**config.mk**
```make
export PLATFORM = sky130hd
export DESIGN_NAME = mirrored_volume_request_splitter_top_flat
export DESIGN_NICKNAME = d
export VERILOG_FILES = /design/src/mvrs_pkg.sv /design/src/mvrs_if.sv /design/src/mvrs_cfg.sv /design/src/mvrs_div.sv /design/src/mvrs_dp.sv /design/src/mvrs_ctrl.sv /design/src/mirrored_volume_request_splitter_top.sv /design/src/flat_wrapper.sv
export VERILOG_INCLUDE_DIRS = /design/src /design/src/src
export SDC_FILE = /design/constraint.sdc
export NUM_CORES = 2
export LEC_CHECK = 0
export ABC_AREA = 1
export BUFFER_PORTS_ARGS = -buffer_cell sky130_fd_sc_hd__buf_2
export CORE_MARGIN = 3
export CORE_UTILIZATION = 35
export CTS_CLUSTER_SIZE = 20
export DETAILED_ROUTE_END_ITERATION = 6
export HOLD_SLACK_MARGIN = 0.05
export PLACE_DENSITY_LB_ADDON = 0.15
export SLEW_MARGIN = 20
export SYNTH_ARGS = -nofsm -noshare
export SYNTH_HDL_FRONTEND = slang
export SYNTH_SLANG_ARGS = --single-unit
```
**constraint.sdc**
```tcl
create_clock -name clk -period 6.5 [get_ports clk]
set_clock_uncertainty 0.15 [all_clocks]
set_input_delay 1.3 -clock clk [delete_from_list [all_inputs] [get_ports clk]]
set_output_delay 1.3 -clock clk [all_outputs]
set_load 0.005 [all_outputs]
```
**src/assert_macros.svh**
```systemverilog
// Assertion helpers used by the RTL.
`ifndef ASSERT_MACROS_SVH
`define ASSERT_MACROS_SVH

`ifndef NO_ASSERTIONS
// Property holds at every clock edge outside reset.
`define MVRS_ASSERT(lbl, clk, rst, prop) \
  lbl: assert property (@(posedge clk) disable iff (rst) (prop)) \
    else $error("mvrs assertion failed");
// When ante holds, cons holds in the following cycle.
`define MVRS_ASSERT_NEXT(lbl, clk, rst, ante, cons) \
  lbl: assert property (@(posedge clk) disable iff (rst) (ante) |=> (cons)) \
    else $error("mvrs assertion failed");
`else
`define MVRS_ASSERT(lbl, clk, rst, prop)
`define MVRS_ASSERT_NEXT(lbl, clk, rst, ante, cons)
`endif

`endif

```
**src/mvrs_pkg.sv**
```systemverilog
`default_nettype none

package mvrs_pkg;

  localparam int ADDR_W       = 48;
  localparam int COUNT_W      = 32;
  localparam int TIME_W       = 48;
  localparam int DEV_W        = 4;
  localparam int PAIRS_W      = 4;
  localparam int PNUM_W       = 5;
  localparam int PRIM_W       = 50;
  localparam int RESULT_LIMIT = 16;
  localparam int DIV_CNT_W    = 6;
  localparam int PADDR_W      = 4;
  localparam int PDATA_W      = 64;

  localparam logic [ADDR_W-1:0]  CAPACITY_RESET = 48'd1073741824;
  localparam logic [PAIRS_W-1:0] PAIRS_RESET    = 4'd2;

  typedef enum logic [1:0] {
    CMD_READ  = 2'd0,
    CMD_WRITE = 2'd1,
    CMD_FAIL  = 2'd2,
    CMD_NONE  = 2'd3
  } cmd_t;

  typedef enum logic {
    REG_CAPACITY = 1'b0,
    REG_PAIRS    = 1'b1
  } reg_idx_t;

  typedef enum logic [2:0] {
    ST_IDLE,
    ST_DECODE,
    ST_DIV,
    ST_LEN,
    ST_LOOK,
    ST_EMIT,
    ST_FINISH
  } state_t;

  typedef struct packed {
    logic load;
    logic fail_wr;
    logic div_start;
    logic len_calc;
    logic look;
    logic emit;
    logic finish;
  } ctl_t;

  typedef struct packed {
    cmd_t op;
    logic rem_zero;
    logic div_done;
    logic out_free;
    logic has_second;
    logic more_pieces;
  } status_t;

endpackage

`default_nettype wire

```
**src/mvrs_if.sv**
```systemverilog
`default_nettype none

interface mvrs_req_if;
  logic       valid;
  logic       ready;
  logic [1:0] cmd;
  logic [47:0] volume_address;
  logic [31:0] byte_count;
  logic [47:0] request_time;
  logic [3:0] failed_device;

  modport source (
    output valid, cmd, volume_address, byte_count, request_time, failed_device,
    input  ready
  );
  modport sink (
    input  valid, cmd, volume_address, byte_count, request_time, failed_device,
    output ready
  );
endinterface

interface mvrs_res_if;
  logic        valid;
  logic        ready;
  logic [3:0]  device_index;
  logic [47:0] device_address;
  logic [31:0] piece_bytes;
  logic [4:0]  piece_number;
  logic        to_mirror;
  logic        no_live_copy;
  logic        out_of_range;
  logic        last;

  modport source (
    output valid, device_index, device_address, piece_bytes, piece_number,
           to_mirror, no_live_copy, out_of_range, last,
    input  ready
  );
  modport sink (
    input  valid, device_index, device_address, piece_bytes, piece_number,
           to_mirror, no_live_copy, out_of_range, last,
    output ready
  );
endinterface

`default_nettype wire

```
**src/mvrs_cfg.sv**
```systemverilog
`default_nettype none

module mvrs_cfg (
  input  wire logic                              clk,
  input  wire logic                              rst,
  input  wire logic                              psel,
  input  wire logic                              penable,
  input  wire logic                              pwrite,
  input  wire logic [mvrs_pkg::PADDR_W-1:0]      paddr,
  input  wire logic [mvrs_pkg::PDATA_W-1:0]      pwdata,
  output logic      [mvrs_pkg::PDATA_W-1:0]      prdata,
  output logic                                   pready,
  output logic      [mvrs_pkg::ADDR_W-1:0]       device_capacity,
  output logic      [mvrs_pkg::PAIRS_W-1:0]      mirror_pairs
);

  mvrs_pkg::reg_idx_t idx;
  logic               wr;

  assign idx    = mvrs_pkg::reg_idx_t'(paddr[3]);
  assign wr     = psel && penable && pwrite;
  assign pready = 1'b1;

  always_ff @(posedge clk) begin
    if (rst) begin
      device_capacity <= mvrs_pkg::CAPACITY_RESET;
      mirror_pairs    <= mvrs_pkg::PAIRS_RESET;
    end else if (wr) begin
      unique case (idx)
        mvrs_pkg::REG_CAPACITY: device_capacity <= pwdata[mvrs_pkg::ADDR_W-1:0];
        mvrs_pkg::REG_PAIRS:    mirror_pairs    <= pwdata[mvrs_pkg::PAIRS_W-1:0];
        default: ;
      endcase
    end
  end

  always_comb begin
    prdata = '0;
    unique case (idx)
      mvrs_pkg::REG_CAPACITY: prdata[mvrs_pkg::ADDR_W-1:0]  = device_capacity;
      mvrs_pkg::REG_PAIRS:    prdata[mvrs_pkg::PAIRS_W-1:0] = mirror_pairs;
      default: ;
    endcase
  end

endmodule

`default_nettype wire

```
**src/mvrs_div.sv**
```systemverilog
`default_nettype none

// Restoring divider, one quotient bit per cycle.
module mvrs_div (
  input  wire logic                         clk,
  input  wire logic                         rst,
  input  wire logic                         start,
  input  wire logic [mvrs_pkg::ADDR_W-1:0]  dividend,
  input  wire logic [mvrs_pkg::ADDR_W-1:0]  divisor,
  output logic                              done,
  output logic      [mvrs_pkg::ADDR_W-1:0]  quotient,
  output logic      [mvrs_pkg::ADDR_W-1:0]  remainder
);

  localparam int W = mvrs_pkg::ADDR_W;

  logic                               busy;
  logic [mvrs_pkg::DIV_CNT_W-1:0]     cnt;
  logic [W-1:0]                       quo;
  logic [W-1:0]                       part;
  logic [W-1:0]                       den;
  logic [W:0]                         trial;
  logic [W:0]                         diff;
  logic                               ge;
  logic [W-1:0]                       part_next;

  assign trial     = {part, quo[W-1]};
  assign diff      = trial - {1'b0, den};
  assign ge        = trial >= {1'b0, den};
  assign part_next = ge ? diff[W-1:0] : trial[W-1:0];

  always_ff @(posedge clk) begin
    if (rst) begin
      busy <= 1'b0;
      done <= 1'b0;
      cnt  <= '0;
    end else begin
      done <= 1'b0;
      if (start) begin
        busy <= 1'b1;
        cnt  <= '0;
      end else if (busy) begin
        cnt <= cnt + mvrs_pkg::DIV_CNT_W'(1);
        if (cnt == mvrs_pkg::DIV_CNT_W'(W - 1)) begin
          busy <= 1'b0;
          done <= 1'b1;
        end
      end
    end
  end

  always_ff @(posedge clk) begin
    if (start) begin
      quo  <= dividend;
      part <= '0;
      den  <= divisor;
    end else if (busy) begin
      quo  <= {quo[W-2:0], ge};
      part <= part_next;
    end
  end

  assign quotient  = quo;
  assign remainder = part;

endmodule

`default_nettype wire

```
**src/mvrs_dp.sv**
```systemverilog
`default_nettype none
`include "assert_macros.svh"

module mvrs_dp #(
  parameter int MAX_DEVICES = 16,
  parameter int MAX_PIECES  = 8
) (
  input  wire logic                          clk,
  input  wire logic                          rst,
  input  wire mvrs_pkg::ctl_t                ctl,
  output mvrs_pkg::status_t                  status,
  input  wire logic [1:0]                    in_cmd,
  input  wire logic [mvrs_pkg::ADDR_W-1:0]   in_address,
  input  wire logic [mvrs_pkg::COUNT_W-1:0]  in_count,
  input  wire logic [mvrs_pkg::TIME_W-1:0]   in_time,
  input  wire logic [mvrs_pkg::DEV_W-1:0]    in_dev,
  input  wire logic [mvrs_pkg::ADDR_W-1:0]   device_capacity,
  input  wire logic [mvrs_pkg::PAIRS_W-1:0]  mirror_pairs,
  mvrs_res_if.source                         res
);

  localparam int IDX_W  = $clog2(MAX_DEVICES);
  localparam int PCNT_W = $clog2(MAX_PIECES + 1);
  localparam int AW     = mvrs_pkg::ADDR_W;
  localparam int CW     = mvrs_pkg::COUNT_W;
  localparam int TW     = mvrs_pkg::TIME_W;
  localparam int PW     = mvrs_pkg::PRIM_W;
  localparam int NW     = mvrs_pkg::PNUM_W;

  mvrs_pkg::cmd_t    op;
  logic [AW-1:0]     addr;
  logic [CW-1:0]     rem;
  logic [TW-1:0]     now;
  logic [mvrs_pkg::DEV_W-1:0] fdev;
  logic              rfp;
  logic [PW-1:0]     prim;
  logic [AW-1:0]     off;
  logic [CW-1:0]     len;
  logic              clipped;
  logic              pd;
  logic              md;
  logic              sub;
  logic [NW-1:0]     n;
  logic [PCNT_W-1:0] pieces;

  logic              failed [MAX_DEVICES];
  logic [TW-1:0]     ftime  [MAX_DEVICES];
  logic [TW-1:0]     time_p;
  logic [TW-1:0]     time_m;

  logic [AW-1:0]     cap_eff;
  logic [mvrs_pkg::PAIRS_W-1:0] pairs_eff;
  logic [PW-1:0]     mirr;
  logic              prim_in;
  logic              mirr_in;
  logic              fail_ok;
  logic [AW-1:0]     span;
  logic              p_down;
  logic              m_down;

  logic              div_done;
  logic [AW-1:0]     div_q;
  logic [AW-1:0]     div_r;

  logic              tgt_mirror;
  logic              nolive;
  logic              has_second;
  logic              more_pieces;
  logic              emit_last;
  logic              first_down;
  logic              other_down;

  assign cap_eff   = (device_capacity == '0) ? AW'(1) : device_capacity;
  assign pairs_eff = (mirror_pairs == '0) ? mvrs_pkg::PAIRS_W'(1) : mirror_pairs;
  assign mirr      = prim + PW'(pairs_eff);
  assign prim_in   = prim < PW'(MAX_DEVICES);
  assign mirr_in   = mirr < PW'(MAX_DEVICES);
  assign fail_ok   = int'(fdev) < MAX_DEVICES;
  assign span      = cap_eff - off;

  assign p_down = prim_in && failed[prim[IDX_W-1:0]] && (time_p <= now);
  assign m_down = mirr_in && failed[mirr[IDX_W-1:0]] && (time_m <= now);

  mvrs_div u_div (
    .clk       (clk),
    .rst       (rst),
    .start     (ctl.div_start),
    .dividend  (addr),
    .divisor   (cap_eff),
    .done      (div_done),
    .quotient  (div_q),
    .remainder (div_r)
  );

  // target selection for the result in flight
  always_comb begin
    first_down = rfp ? pd : md;
    other_down = rfp ? md : pd;
    tgt_mirror = 1'b0;
    nolive     = 1'b0;
    has_second = 1'b0;
    if (op == mvrs_pkg::CMD_READ) begin
      tgt_mirror = !rfp;
      if (first_down && other_down) begin
        nolive = 1'b1;
      end else if (first_down) begin
        tgt_mirror = rfp;
      end
    end else if (sub) begin
      tgt_mirror = 1'b1;
    end else if (pd && md) begin
      nolive = 1'b1;
    end else if (pd) begin
      tgt_mirror = 1'b1;
    end else begin
      has_second = !md && (n < NW'(mvrs_pkg::RESULT_LIMIT - 1));
    end
    more_pieces = !clipped && (int'(pieces) + 1 < MAX_PIECES)
                  && (n < NW'(mvrs_pkg::RESULT_LIMIT - 1));
    emit_last   = !has_second && !more_pieces;
  end

  always_ff @(posedge clk) begin
    if (ctl.load) begin
      op     <= mvrs_pkg::cmd_t'(in_cmd);
      addr   <= in_address;
      rem    <= in_count;
      now    <= in_time;
      fdev   <= in_dev;
      n      <= '0;
      pieces <= '0;
      sub    <= 1'b0;
    end
    if (div_done) begin
      prim <= PW'(div_q);
      off  <= div_r;
    end
    if (ctl.len_calc) begin
      if (span >= AW'(rem)) begin
        len     <= rem;
        clipped <= 1'b1;
      end else begin
        len     <= span[CW-1:0];
        clipped <= 1'b0;
      end
    end
    if (ctl.look) begin
      pd <= p_down;
      md <= m_down;
    end
    if (ctl.emit) begin
      n <= n + NW'(1);
      if (has_second) begin
        sub <= 1'b1;
      end else begin
        sub    <= 1'b0;
        prim   <= prim + PW'(1);
        off    <= '0;
        rem    <= rem - len;
        pieces <= pieces + PCNT_W'(1);
      end
    end
  end

  always_ff @(posedge clk) begin
    if (rst) begin
      rfp <= 1'b1;
    end else if (ctl.finish && op == mvrs_pkg::CMD_READ) begin
      rfp <= !rfp;
    end
  end

  always_ff @(posedge clk) begin
    if (rst) begin
      for (int i = 0; i < MAX_DEVICES; i++) begin
        failed[i] <= 1'b0;
      end
    end else if (ctl.fail_wr && fail_ok) begin
      failed[IDX_W'(fdev)] <= 1'b1;
    end
  end

  always_ff @(posedge clk) begin
    if (ctl.fail_wr && fail_ok) begin
      ftime[IDX_W'(fdev)] <= now;
    end
    time_p <= ftime[prim[IDX_W-1:0]];
    time_m <= ftime[mirr[IDX_W-1:0]];
  end

  always_ff @(posedge clk) begin
    if (rst) begin
      res.valid <= 1'b0;
    end else if (ctl.emit) begin
      res.valid <= 1'b1;
    end else if (res.ready) begin
      res.valid <= 1'b0;
    end
  end

  always_ff @(posedge clk) begin
    if (ctl.emit) begin
      res.device_index   <= tgt_mirror ? mirr[mvrs_pkg::DEV_W-1:0]
                                       : prim[mvrs_pkg::DEV_W-1:0];
      res.device_address <= off;
      res.piece_bytes    <= len;
      res.piece_number   <= n + NW'(1);
      res.to_mirror      <= tgt_mirror;
      res.no_live_copy   <= nolive;
      res.out_of_range   <= prim >= PW'(pairs_eff);
      res.last           <= emit_last;
    end
  end

  always_comb begin
    status.op          = op;
    status.rem_zero    = (rem == '0);
    status.div_done    = div_done;
    status.out_free    = !res.valid || res.ready;
    status.has_second  = has_second;
    status.more_pieces = more_pieces;
  end

  `MVRS_ASSERT(a_emit_room, clk, rst, ctl.emit |-> (!res.valid || res.ready))
  `MVRS_ASSERT_NEXT(a_last_ends, clk, rst, ctl.emit && emit_last, !ctl.emit)
  `MVRS_ASSERT(a_pnum_nonzero, clk, rst, res.valid |-> (res.piece_number != '0))

endmodule

`default_nettype wire

```
**src/mvrs_ctrl.sv**
```systemverilog
`default_nettype none

module mvrs_ctrl (
  input  wire logic               clk,
  input  wire logic               rst,
  input  wire logic               in_valid,
  output logic                    in_ready,
  input  wire mvrs_pkg::status_t  status,
  output mvrs_pkg::ctl_t          ctl
);

  mvrs_pkg::state_t state;
  mvrs_pkg::state_t state_next;

  always_ff @(posedge clk) begin
    if (rst) begin
      state <= mvrs_pkg::ST_IDLE;
    end else begin
      state <= state_next;
    end
  end

  always_comb begin
    state_next = state;
    unique case (state)
      mvrs_pkg::ST_IDLE: begin
        if (in_valid) state_next = mvrs_pkg::ST_DECODE;
      end
      mvrs_pkg::ST_DECODE: begin
        unique case (status.op)
          mvrs_pkg::CMD_READ, mvrs_pkg::CMD_WRITE: begin
            state_next = status.rem_zero ? mvrs_pkg::ST_FINISH : mvrs_pkg::ST_DIV;
          end
          default: state_next = mvrs_pkg::ST_IDLE;
        endcase
      end
      mvrs_pkg::ST_DIV: begin
        if (status.div_done) state_next = mvrs_pkg::ST_LEN;
      end
      mvrs_pkg::ST_LEN:  state_next = mvrs_pkg::ST_LOOK;
      mvrs_pkg::ST_LOOK: state_next = mvrs_pkg::ST_EMIT;
      mvrs_pkg::ST_EMIT: begin
        if (status.out_free) begin
          priority if (status.has_second) begin
            state_next = mvrs_pkg::ST_EMIT;
          end else if (status.more_pieces) begin
            state_next = mvrs_pkg::ST_LEN;
          end else begin
            state_next = mvrs_pkg::ST_FINISH;
          end
        end
      end
      mvrs_pkg::ST_FINISH: state_next = mvrs_pkg::ST_IDLE;
      default: state_next = mvrs_pkg::ST_IDLE;
    endcase
  end

  always_comb begin
    ctl      = '0;
    in_ready = 1'b0;
    unique case (state)
      mvrs_pkg::ST_IDLE: begin
        in_ready = 1'b1;
        ctl.load = in_valid;
      end
      mvrs_pkg::ST_DECODE: begin
        ctl.fail_wr   = (status.op == mvrs_pkg::CMD_FAIL);
        ctl.div_start = ((status.op == mvrs_pkg::CMD_READ) ||
                         (status.op == mvrs_pkg::CMD_WRITE)) && !status.rem_zero;
      end
      mvrs_pkg::ST_DIV:    ;
      mvrs_pkg::ST_LEN:    ctl.len_calc = 1'b1;
      mvrs_pkg::ST_LOOK:   ctl.look = 1'b1;
      mvrs_pkg::ST_EMIT:   ctl.emit = status.out_free;
      mvrs_pkg::ST_FINISH: ctl.finish = 1'b1;
      default: ;
    endcase
  end

endmodule

`default_nettype wire

```
**src/mirrored_volume_request_splitter_top.sv**
```systemverilog
// Mirrored volume request splitter.
// Input channel req carries one transaction per read, write or device failure
// event; output channel res carries one transaction per device piece.
// A read or write is cut at device-capacity boundaries; reads go to one copy
// (alternating primary/mirror per read, falling back if the copy has failed),
// writes go to every live copy. Results of a request come in order, with last
// set on the final one. Empty requests and unused commands give no results.
// Processing: a decode step, 48 bit-serial divider steps and a quotient
// capture, then per piece a length step, a failure lookup and an emit; the
// second copy of a write piece takes one more emit.
// Only one transaction is in flight; req.ready is high only when idle.
// The output register holds a result until res.ready; a stall holds back
// the next emit and nothing is dropped.
// Reset (rst, synchronous): capacity 1 GiB, 2 mirror pairs, no failed devices,
// the next read goes to the primary copy.
// Config: APB, device_capacity at 0x0, mirror_pairs at 0x8; write only idle.
`default_nettype none

module mirrored_volume_request_splitter_top #(
  parameter int MAX_DEVICES = 16,
  parameter int MAX_PIECES  = 8
) (
  input  wire logic                          clk,
  input  wire logic                          rst,
  mvrs_req_if.sink                           req,
  mvrs_res_if.source                         res,
  input  wire logic                          psel,
  input  wire logic                          penable,
  input  wire logic                          pwrite,
  input  wire logic [mvrs_pkg::PADDR_W-1:0]  paddr,
  input  wire logic [mvrs_pkg::PDATA_W-1:0]  pwdata,
  output logic      [mvrs_pkg::PDATA_W-1:0]  prdata,
  output logic                               pready
);

  logic [mvrs_pkg::ADDR_W-1:0]  device_capacity;
  logic [mvrs_pkg::PAIRS_W-1:0] mirror_pairs;
  logic                         in_ready;
  mvrs_pkg::ctl_t               ctl;
  mvrs_pkg::status_t            status;

  assign req.ready = in_ready;

  mvrs_cfg u_cfg (
    .clk             (clk),
    .rst             (rst),
    .psel            (psel),
    .penable         (penable),
    .pwrite          (pwrite),
    .paddr           (paddr),
    .pwdata          (pwdata),
    .prdata          (prdata),
    .pready          (pready),
    .device_capacity (device_capacity),
    .mirror_pairs    (mirror_pairs)
  );

  mvrs_ctrl u_ctrl (
    .clk      (clk),
    .rst      (rst),
    .in_valid (req.valid),
    .in_ready (in_ready),
    .status   (status),
    .ctl      (ctl)
  );

  mvrs_dp #(
    .MAX_DEVICES (MAX_DEVICES),
    .MAX_PIECES  (MAX_PIECES)
  ) u_dp (
    .clk             (clk),
    .rst             (rst),
    .ctl             (ctl),
    .status          (status),
    .in_cmd          (req.cmd),
    .in_address      (req.volume_address),
    .in_count        (req.byte_count),
    .in_time         (req.request_time),
    .in_dev          (req.failed_device),
    .device_capacity (device_capacity),
    .mirror_pairs    (mirror_pairs),
    .res             (res)
  );

endmodule

`default_nettype wire
```
**src/flat_wrapper.sv**
```systemverilog
// flat-port wrapper written by rule: the top's interface ports become plain ports
module mirrored_volume_request_splitter_top_flat 
#(
  parameter int MAX_DEVICES = 16,
  parameter int MAX_PIECES  = 8
)
  (clk, rst, psel, penable, pwrite, paddr, pwdata, prdata, pready, req_valid, req_cmd, req_volume_address, req_byte_count, req_request_time, req_failed_device, req_ready, res_valid, res_device_index, res_device_address, res_piece_bytes, res_piece_number, res_to_mirror, res_no_live_copy, res_out_of_range, res_last, res_ready);
  mvrs_req_if req_i ();
  mvrs_res_if res_i ();
  input  wire logic clk;
  input  wire logic rst;
  input  wire logic psel;
  input  wire logic penable;
  input  wire logic pwrite;
  input  wire logic [mvrs_pkg::PADDR_W-1:0] paddr;
  input  wire logic [mvrs_pkg::PDATA_W-1:0] pwdata;
  output logic      [mvrs_pkg::PDATA_W-1:0] prdata;
  output logic pready;
  input wire logic [$bits(req_i.valid)-1:0] req_valid;
  input wire logic [$bits(req_i.cmd)-1:0] req_cmd;
  input wire logic [$bits(req_i.volume_address)-1:0] req_volume_address;
  input wire logic [$bits(req_i.byte_count)-1:0] req_byte_count;
  input wire logic [$bits(req_i.request_time)-1:0] req_request_time;
  input wire logic [$bits(req_i.failed_device)-1:0] req_failed_device;
  output wire logic [$bits(req_i.ready)-1:0] req_ready;
  output wire logic [$bits(res_i.valid)-1:0] res_valid;
  output wire logic [$bits(res_i.device_index)-1:0] res_device_index;
  output wire logic [$bits(res_i.device_address)-1:0] res_device_address;
  output wire logic [$bits(res_i.piece_bytes)-1:0] res_piece_bytes;
  output wire logic [$bits(res_i.piece_number)-1:0] res_piece_number;
  output wire logic [$bits(res_i.to_mirror)-1:0] res_to_mirror;
  output wire logic [$bits(res_i.no_live_copy)-1:0] res_no_live_copy;
  output wire logic [$bits(res_i.out_of_range)-1:0] res_out_of_range;
  output wire logic [$bits(res_i.last)-1:0] res_last;
  input wire logic [$bits(res_i.ready)-1:0] res_ready;
  assign req_i.valid = req_valid;
  assign req_i.cmd = req_cmd;
  assign req_i.volume_address = req_volume_address;
  assign req_i.byte_count = req_byte_count;
  assign req_i.request_time = req_request_time;
  assign req_i.failed_device = req_failed_device;
  assign req_ready = req_i.ready;
  assign res_valid = res_i.valid;
  assign res_device_index = res_i.device_index;
  assign res_device_address = res_i.device_address;
  assign res_piece_bytes = res_i.piece_bytes;
  assign res_piece_number = res_i.piece_number;
  assign res_to_mirror = res_i.to_mirror;
  assign res_no_live_copy = res_i.no_live_copy;
  assign res_out_of_range = res_i.out_of_range;
  assign res_last = res_i.last;
  assign res_i.ready = res_ready;
  mirrored_volume_request_splitter_top #(.MAX_DEVICES(MAX_DEVICES), .MAX_PIECES(MAX_PIECES)) u_core (.clk(clk), .rst(rst), .req(req_i), .res(res_i), .psel(psel), .penable(penable), .pwrite(pwrite), .paddr(paddr), .pwdata(pwdata), .prdata(prdata), .pready(pready));
endmodule
```
Yosys cells after proc, flatten, opt, wreduce, memory -nomap -nowiden
Memory sizes are Yosys's and may differ from the RTL's. A register that Yosys moved wholly into a read port is not among the register bits.
Index checks and enable logic that the tools add are counted.

word-level totals
  register bits = 579
  bits in latches = 0
  bits in writable memories = 784
  ROM bits = 0
  input bits = 209
  output and inout port bits = 160
  word-level logic and storage cells = 178
  memories = 2

memory list
  name                depth  bits a word  read ports  clocked after memory_dff  write ports  RTL line       RTL
  u_core.u_dp.ftime   16     48           2           2                         1            mvrs_dp.sv:47  logic [TW-1:0] ftime [MAX_DEVICES];
  u_core.u_dp.failed  16     1            2           1                         16           mvrs_dp.sv:46  logic failed [MAX_DEVICES];

cells by class
  add/subtract/negate cells = 9
  $mul = 0
  div/mod/pow operators = 0
  $lt $le $gt $ge = 9
  eq/ne operators = 12
  shift-type cells = 0
  mux-type cells = 73
  bitwise gates (word level) = 2
  reductions and logical operators = 38

operator list
  cell                                                 count
  two-way mux 48 bit                                   7
  two-way mux 50 bit                                   3
  two-way mux 32 bit                                   4
  < comparator 50 x 5 -> 1 bit, second input constant  2
  <= comparator 48 bit                                 2
  subtractor 48 bit                                    2
  adder 50 x 1 -> 50 bit, second input constant        1
  adder 50 x 4 -> 50 bit                               1
  >= comparator 50 x 4 -> 1 bit                        1
  >= comparator 49 x 48 -> 1 bit                       1
  >= comparator 48 x 32 -> 1 bit                       1
  zero test 48 bit                                     1
  two-way mux 44 bit                                   1
  two-way mux 1 bit                                    40
  zero test 32 bit                                     1
  subtractor 32 bit                                    1
  two-way mux 4 bit                                    6
  two-way mux 3 bit                                    7
  case mux 3 bit (6 select lines)                      1
  logical AND 1 bit                                    14
  < comparator 5 x 4 -> 1 bit, second input constant   2
  two-way mux 5 bit                                    2
  == test 3 bit, second input constant                 3
  case mux 4 bit (2 select lines)                      1
  other kinds (23)                                     38

Logic depth before layout (Yosys ltp)
  word-level depth = 9
  gate-level depth with buffers = 30

Modules after synthesis
A second synthesis with hierarchy kept.

unflattened totals
  cells, all modules = 9335
  area, all modules = 78032.3 µm²

by module, submodules not included
  module     times used  cells an instance  area each (µm²)
  mvrs_dp    1           7241               64475.6
  mvrs_div   1           1582               10451.3
  mvrs_cfg   1           458                2793.9
  mvrs_ctrl  1           54                 311.5

Worst setup path after synthesis
No wires, ideal clock.

  kind = input port to flip-flop
  start = input res_ready
  end = register u_core.u_dp.rem[16]
  library setup time = 0.140 ns
  data arrival time = 6.614 ns
  slack = -0.403 ns
  stages on the path = 9
  path buffers = 2
  cells stage by stage = nor2_1 nor2_1 inv_2 nor2_1 buf_2 nor2_2 clkbuf_1 a22oi_1 o21ai_0

RTL lines
  element                 RTL line            RTL
  start: declaration      flat_wrapper.sv:35  input wire logic [$bits(res_i.ready)-1:0] res_ready;
  end signal: assignment  mvrs_dp.sv:127      rem <= in_count;
  end signal: assignment  mvrs_dp.sv:159      rem <= rem - len;
  end: declaration        mvrs_dp.sv:32       logic [CW-1:0] rem;

Worst setup path after layout
  start = register u_core.u_cfg.device_capacity[27] (netlist name)
  end = register u_core.u_dp.len[27] (data pin)

between the ends
  word-level cells in the longest chain between the ends = 5

ends and longest elaborated chain
  element                         RTL line        RTL
  start: declaration              mvrs_cfg.sv:13  output logic [mvrs_pkg::ADDR_W-1:0] device_capacity,
  start signal: assignment        mvrs_cfg.sv:26  device_capacity <= mvrs_pkg::CAPACITY_RESET;
  start signal: assignment        mvrs_cfg.sv:30  mvrs_pkg::REG_CAPACITY: device_capacity <= pwdata[mvrs_pkg::ADDR_W-1:0];
  zero test 48 bit                mvrs_dp.sv:73   assign cap_eff = (device_capacity == '0) ? AW'(1) : device_capacity;
  two-way mux 48 bit *            mvrs_dp.sv:73
  subtractor 48 bit *             mvrs_dp.sv:79   assign span = cap_eff - off;
  >= comparator 48 x 32 -> 1 bit  mvrs_dp.sv:139  if (span >= AW'(rem)) begin
  two-way mux 32 bit *            mvrs_dp.sv:139
  end signal: assignment          mvrs_dp.sv:140  len <= rem;
  end signal: assignment          mvrs_dp.sv:143  len <= span[CW-1:0];
  end: declaration                mvrs_dp.sv:38   logic [CW-1:0] len;

Mark *: on every way between the ends. The rest lies on a longest branch, timed or not.
A chain may end at the register's enable or synchronous reset.

==> impl_metrics.csv <==
group,metric,value,unit
setup_path,crit_family,"simple AND/OR/NAND/NOR gates",
cts,cts_buffers,170,
setup_path,cp-end-kind,"register",
cts,cts_max_level,4,
sta,fin_crit,5.78,ns
global_routing,antenna_found_initial,7,
pwr,p_leak,32.4,nW
detailed_routing,drt_wl_total,288000,um
placed_design,dpl.hpwl,187000,um
detailed_routing,drt-initial-drc-count,6047,
setup_path,cp_max_fo,32,
global_routing,grt_max_degree,214,
layout,finalNonFillerCells,11466,
logic_synthesis,synth-seq-area-share,0.536,
layout,fill_cells,21024,
detailed_routing,num_vias,63932,
detailed_routing,detail_route.wl_per_cell,25.1,um
die,initial_utilization,0.353,
cts,cts_sinks,1459,
sta,rsz0062_at_grt,"no",
setup_path,critPathMostFrequentCell,"nand2_1",
detailed_routing,viasPerCell,5.58,
placed_design,io_buffer_count,332,
setup_path,path_buf_inv,1,
pwr,ir_drop,456,uV
logic_synthesis,postSynthCellCount,8392,
status,run_status,"finished, final reports clean",
setup_path,required,6.91,ns
die,dieArea,0.220,mm2
logic_synthesis,async_flop_share,0,
setup_path,max_stage_delay,0.48,ns
cts,cts_setup_buffers,0,
placed_design,placed_cells,11141,
sta,fin_tns_setup,0,ns
sta,max_slew_margin,0.195,
layout,design_area,0.0849,mm2
sta,slew_violations,0,
sta,setup-violations-final,0,
cts,cts_buffer_depth,3,
logic_synthesis,avgSynthCellArea,8.94,um2
setup_path,critical_path_arrival,6.19,ns
cts,cts_hold_buf,0,
logic_synthesis,synth_area,0.0750,mm2
layout,syn_to_final_growth,13.2,%
die,rows,169,
die,fp.dieW,469,um
global_routing,grt-ovfl-total,0,
sta,tightest_slew,1.21,ns
setup_path,crit_slowest_cell,"xor2_1",
detailed_routing,firstDrtPassIters,6,
cts,cts_tree,"yes",
logic_synthesis,synth_warnings,0,
detailed_routing,antenna_left,0,
die,dieHeight,469,um
cts,clk_latency,0.85,ns
global_routing,grt_util_all_layers,0.254,
worst_hold_path,hold_class,"reg2reg",
sta,timing.fmax,173,MHz
setup_path,critical_path_class,"reg2reg",
setup_path,cp-start-kind,"register",
cts,cts_resized,0,
detailed_routing,drc,0,
sta,hold_viol,0,
layout,final_common_cell,"nor2_1",
layout,nets,8972,
placed_design,place_congestion,1.01,
logic_synthesis,synth_edf_count,1100,
layout,final_cell_mix,"nor2_1 (1457), o21ai_0 (1161), edfxtp_1 (1100)",
pwr,p_per_area,380,mW/mm2
logic_synthesis,yosys_most_used_dff,"edfxtp_1",
logic_synthesis,yosysUniqueCellTypes,73,
cts,cts_root_buf,"clkbuf_16",
sta,fin_crit_sh,0.889,
global_routing,grt_pass1_wl,416000,um
logic_synthesis,ys_seq_elements,1459,
die,coreArea,0.213,mm2
layout,drive_above_1_share,0.0955,
die,io_pins,369,
placed_design,post_dp_cell_area,0.0793,mm2
global_routing,first_global_vias,62771,
flow_run,maxCapViolCount,0,
cts,path_clk_slew,0.06,ns
[synthesized netlist by cell type, drive strengths merged, types with 49 or more instances]
cell type | n | area [um2]
a211oi | 64 | 480
a21oi | 339 | 1700
buf | 95 | 558
clkbuf | 423 | 1590
dfxtp | 359 | 7190
edfxtp | 1100 | 33000
ha | 267 | 3340
inv | 686 | 2570
nand2 | 1044 | 3950
nand3 | 203 | 1060
nand4 | 155 | 991
nor2 | 1503 | 5740
nor3 | 64 | 403
o21ai | 1200 | 6010
o22ai | 447 | 2800
o32ai | 49 | 429
xor2 | 97 | 850
[registers in the layout (all words and copies together), names as in the netlist, 48 cells and up]
| register | flops |
|---|---|
| u_core.u_dp.time_p | 48 |
| u_core.u_cfg.device_capacity | 48 |
| u_core.u_dp.res.device_address | 48 |
| u_core.u_dp.ftime | 768 |
| u_core.u_dp.now | 48 |
| u_core.u_dp.prim | 50 |
| u_core.u_dp.u_div.den | 48 |
| u_core.u_dp.off | 48 |
| u_core.u_dp.u_div.quotient | 48 |
| u_core.u_dp.time_m | 48 |
| u_core.u_dp.addr | 48 |
| u_core.u_dp.u_div.remainder | 48 |
[final cells by class]
type	instances	area, um2	area share
multi-input combinational	5742	30300	0.358
clock buffer	238	4780	0.0563
inverter	688	2620	0.0309
tap	2821	3530	0.0416
antenna	6	15.0	0.000177
clock inverter	81	803	0.00946
sequential	1459	40200	0.474
timing repair buffer	431	2550	0.0300
[path summary, 6_finish.rpt]
check,start,endpoint,slack [ns],depth (start not counted)
min reg2reg,u_core.u_dp.off[7],u_core.u_dp.res.device_address[7],0.28,0
max,u_core.u_cfg.device_capacity[27],u_core.u_dp.len[27],0.72,29
min,u_core.u_dp.off[7],u_core.u_dp.res.device_address[7],0.28,0
max reg2reg,u_core.u_cfg.device_capacity[27],u_core.u_dp.len[27],0.72,29
[stage by stage]
step / hold slack, ns / utilization / setup WS [ns] / total power (W)
after floorplan: 0.258 / - / 1.12 / 0.0190
after global placement: 0.265 / 0.373 / 0.761 / 0.0227
final: 0.281 / 0.399 / 0.718 / 0.0323
after detailed placement: 0.271 / 0.373 / 0.758 / 0.0228
after global routing: 0.292 / 0.399 / 0.237 / 0.0341
after CTS: 0.285 / 0.399 / 0.744 / 0.0324
[cells by family after synthesis]
kind of cell             share of synthesized area
adder cells (fa/ha/maj)                     0.0456
AO/OA/AOI/OAI                                0.170
other                                     0.000100
AND/OR/NAND/NOR                              0.169
buffers and inverters                       0.0631
multiplexers                              0.000133
flip-flops                                   0.536
XOR/XNOR                                    0.0162
[where the power goes]
| part | internal [W] | total (W) | switching (W) |
|---|---|---|---|
| Sequential | 0.0111 | 0.0120 | 0.000948 |
| Clock | 0.00546 | 0.00954 | 0.00409 |
| Combinational | 0.00331 | 0.0107 | 0.00738 |
[layer usage]
metal  part of all wire  global-route usage  up-vias  wire (um)
met5           0.000045                   0        -         13
met2               0.47               0.421     2640     135000
li1                   -                   -    29533          -
met1               0.43               0.332    31185     123000
met3              0.063              0.0346      572      18000
met4              0.044               0.109        2      12600
Note: power is estimated with default switching activity, not from simulation.
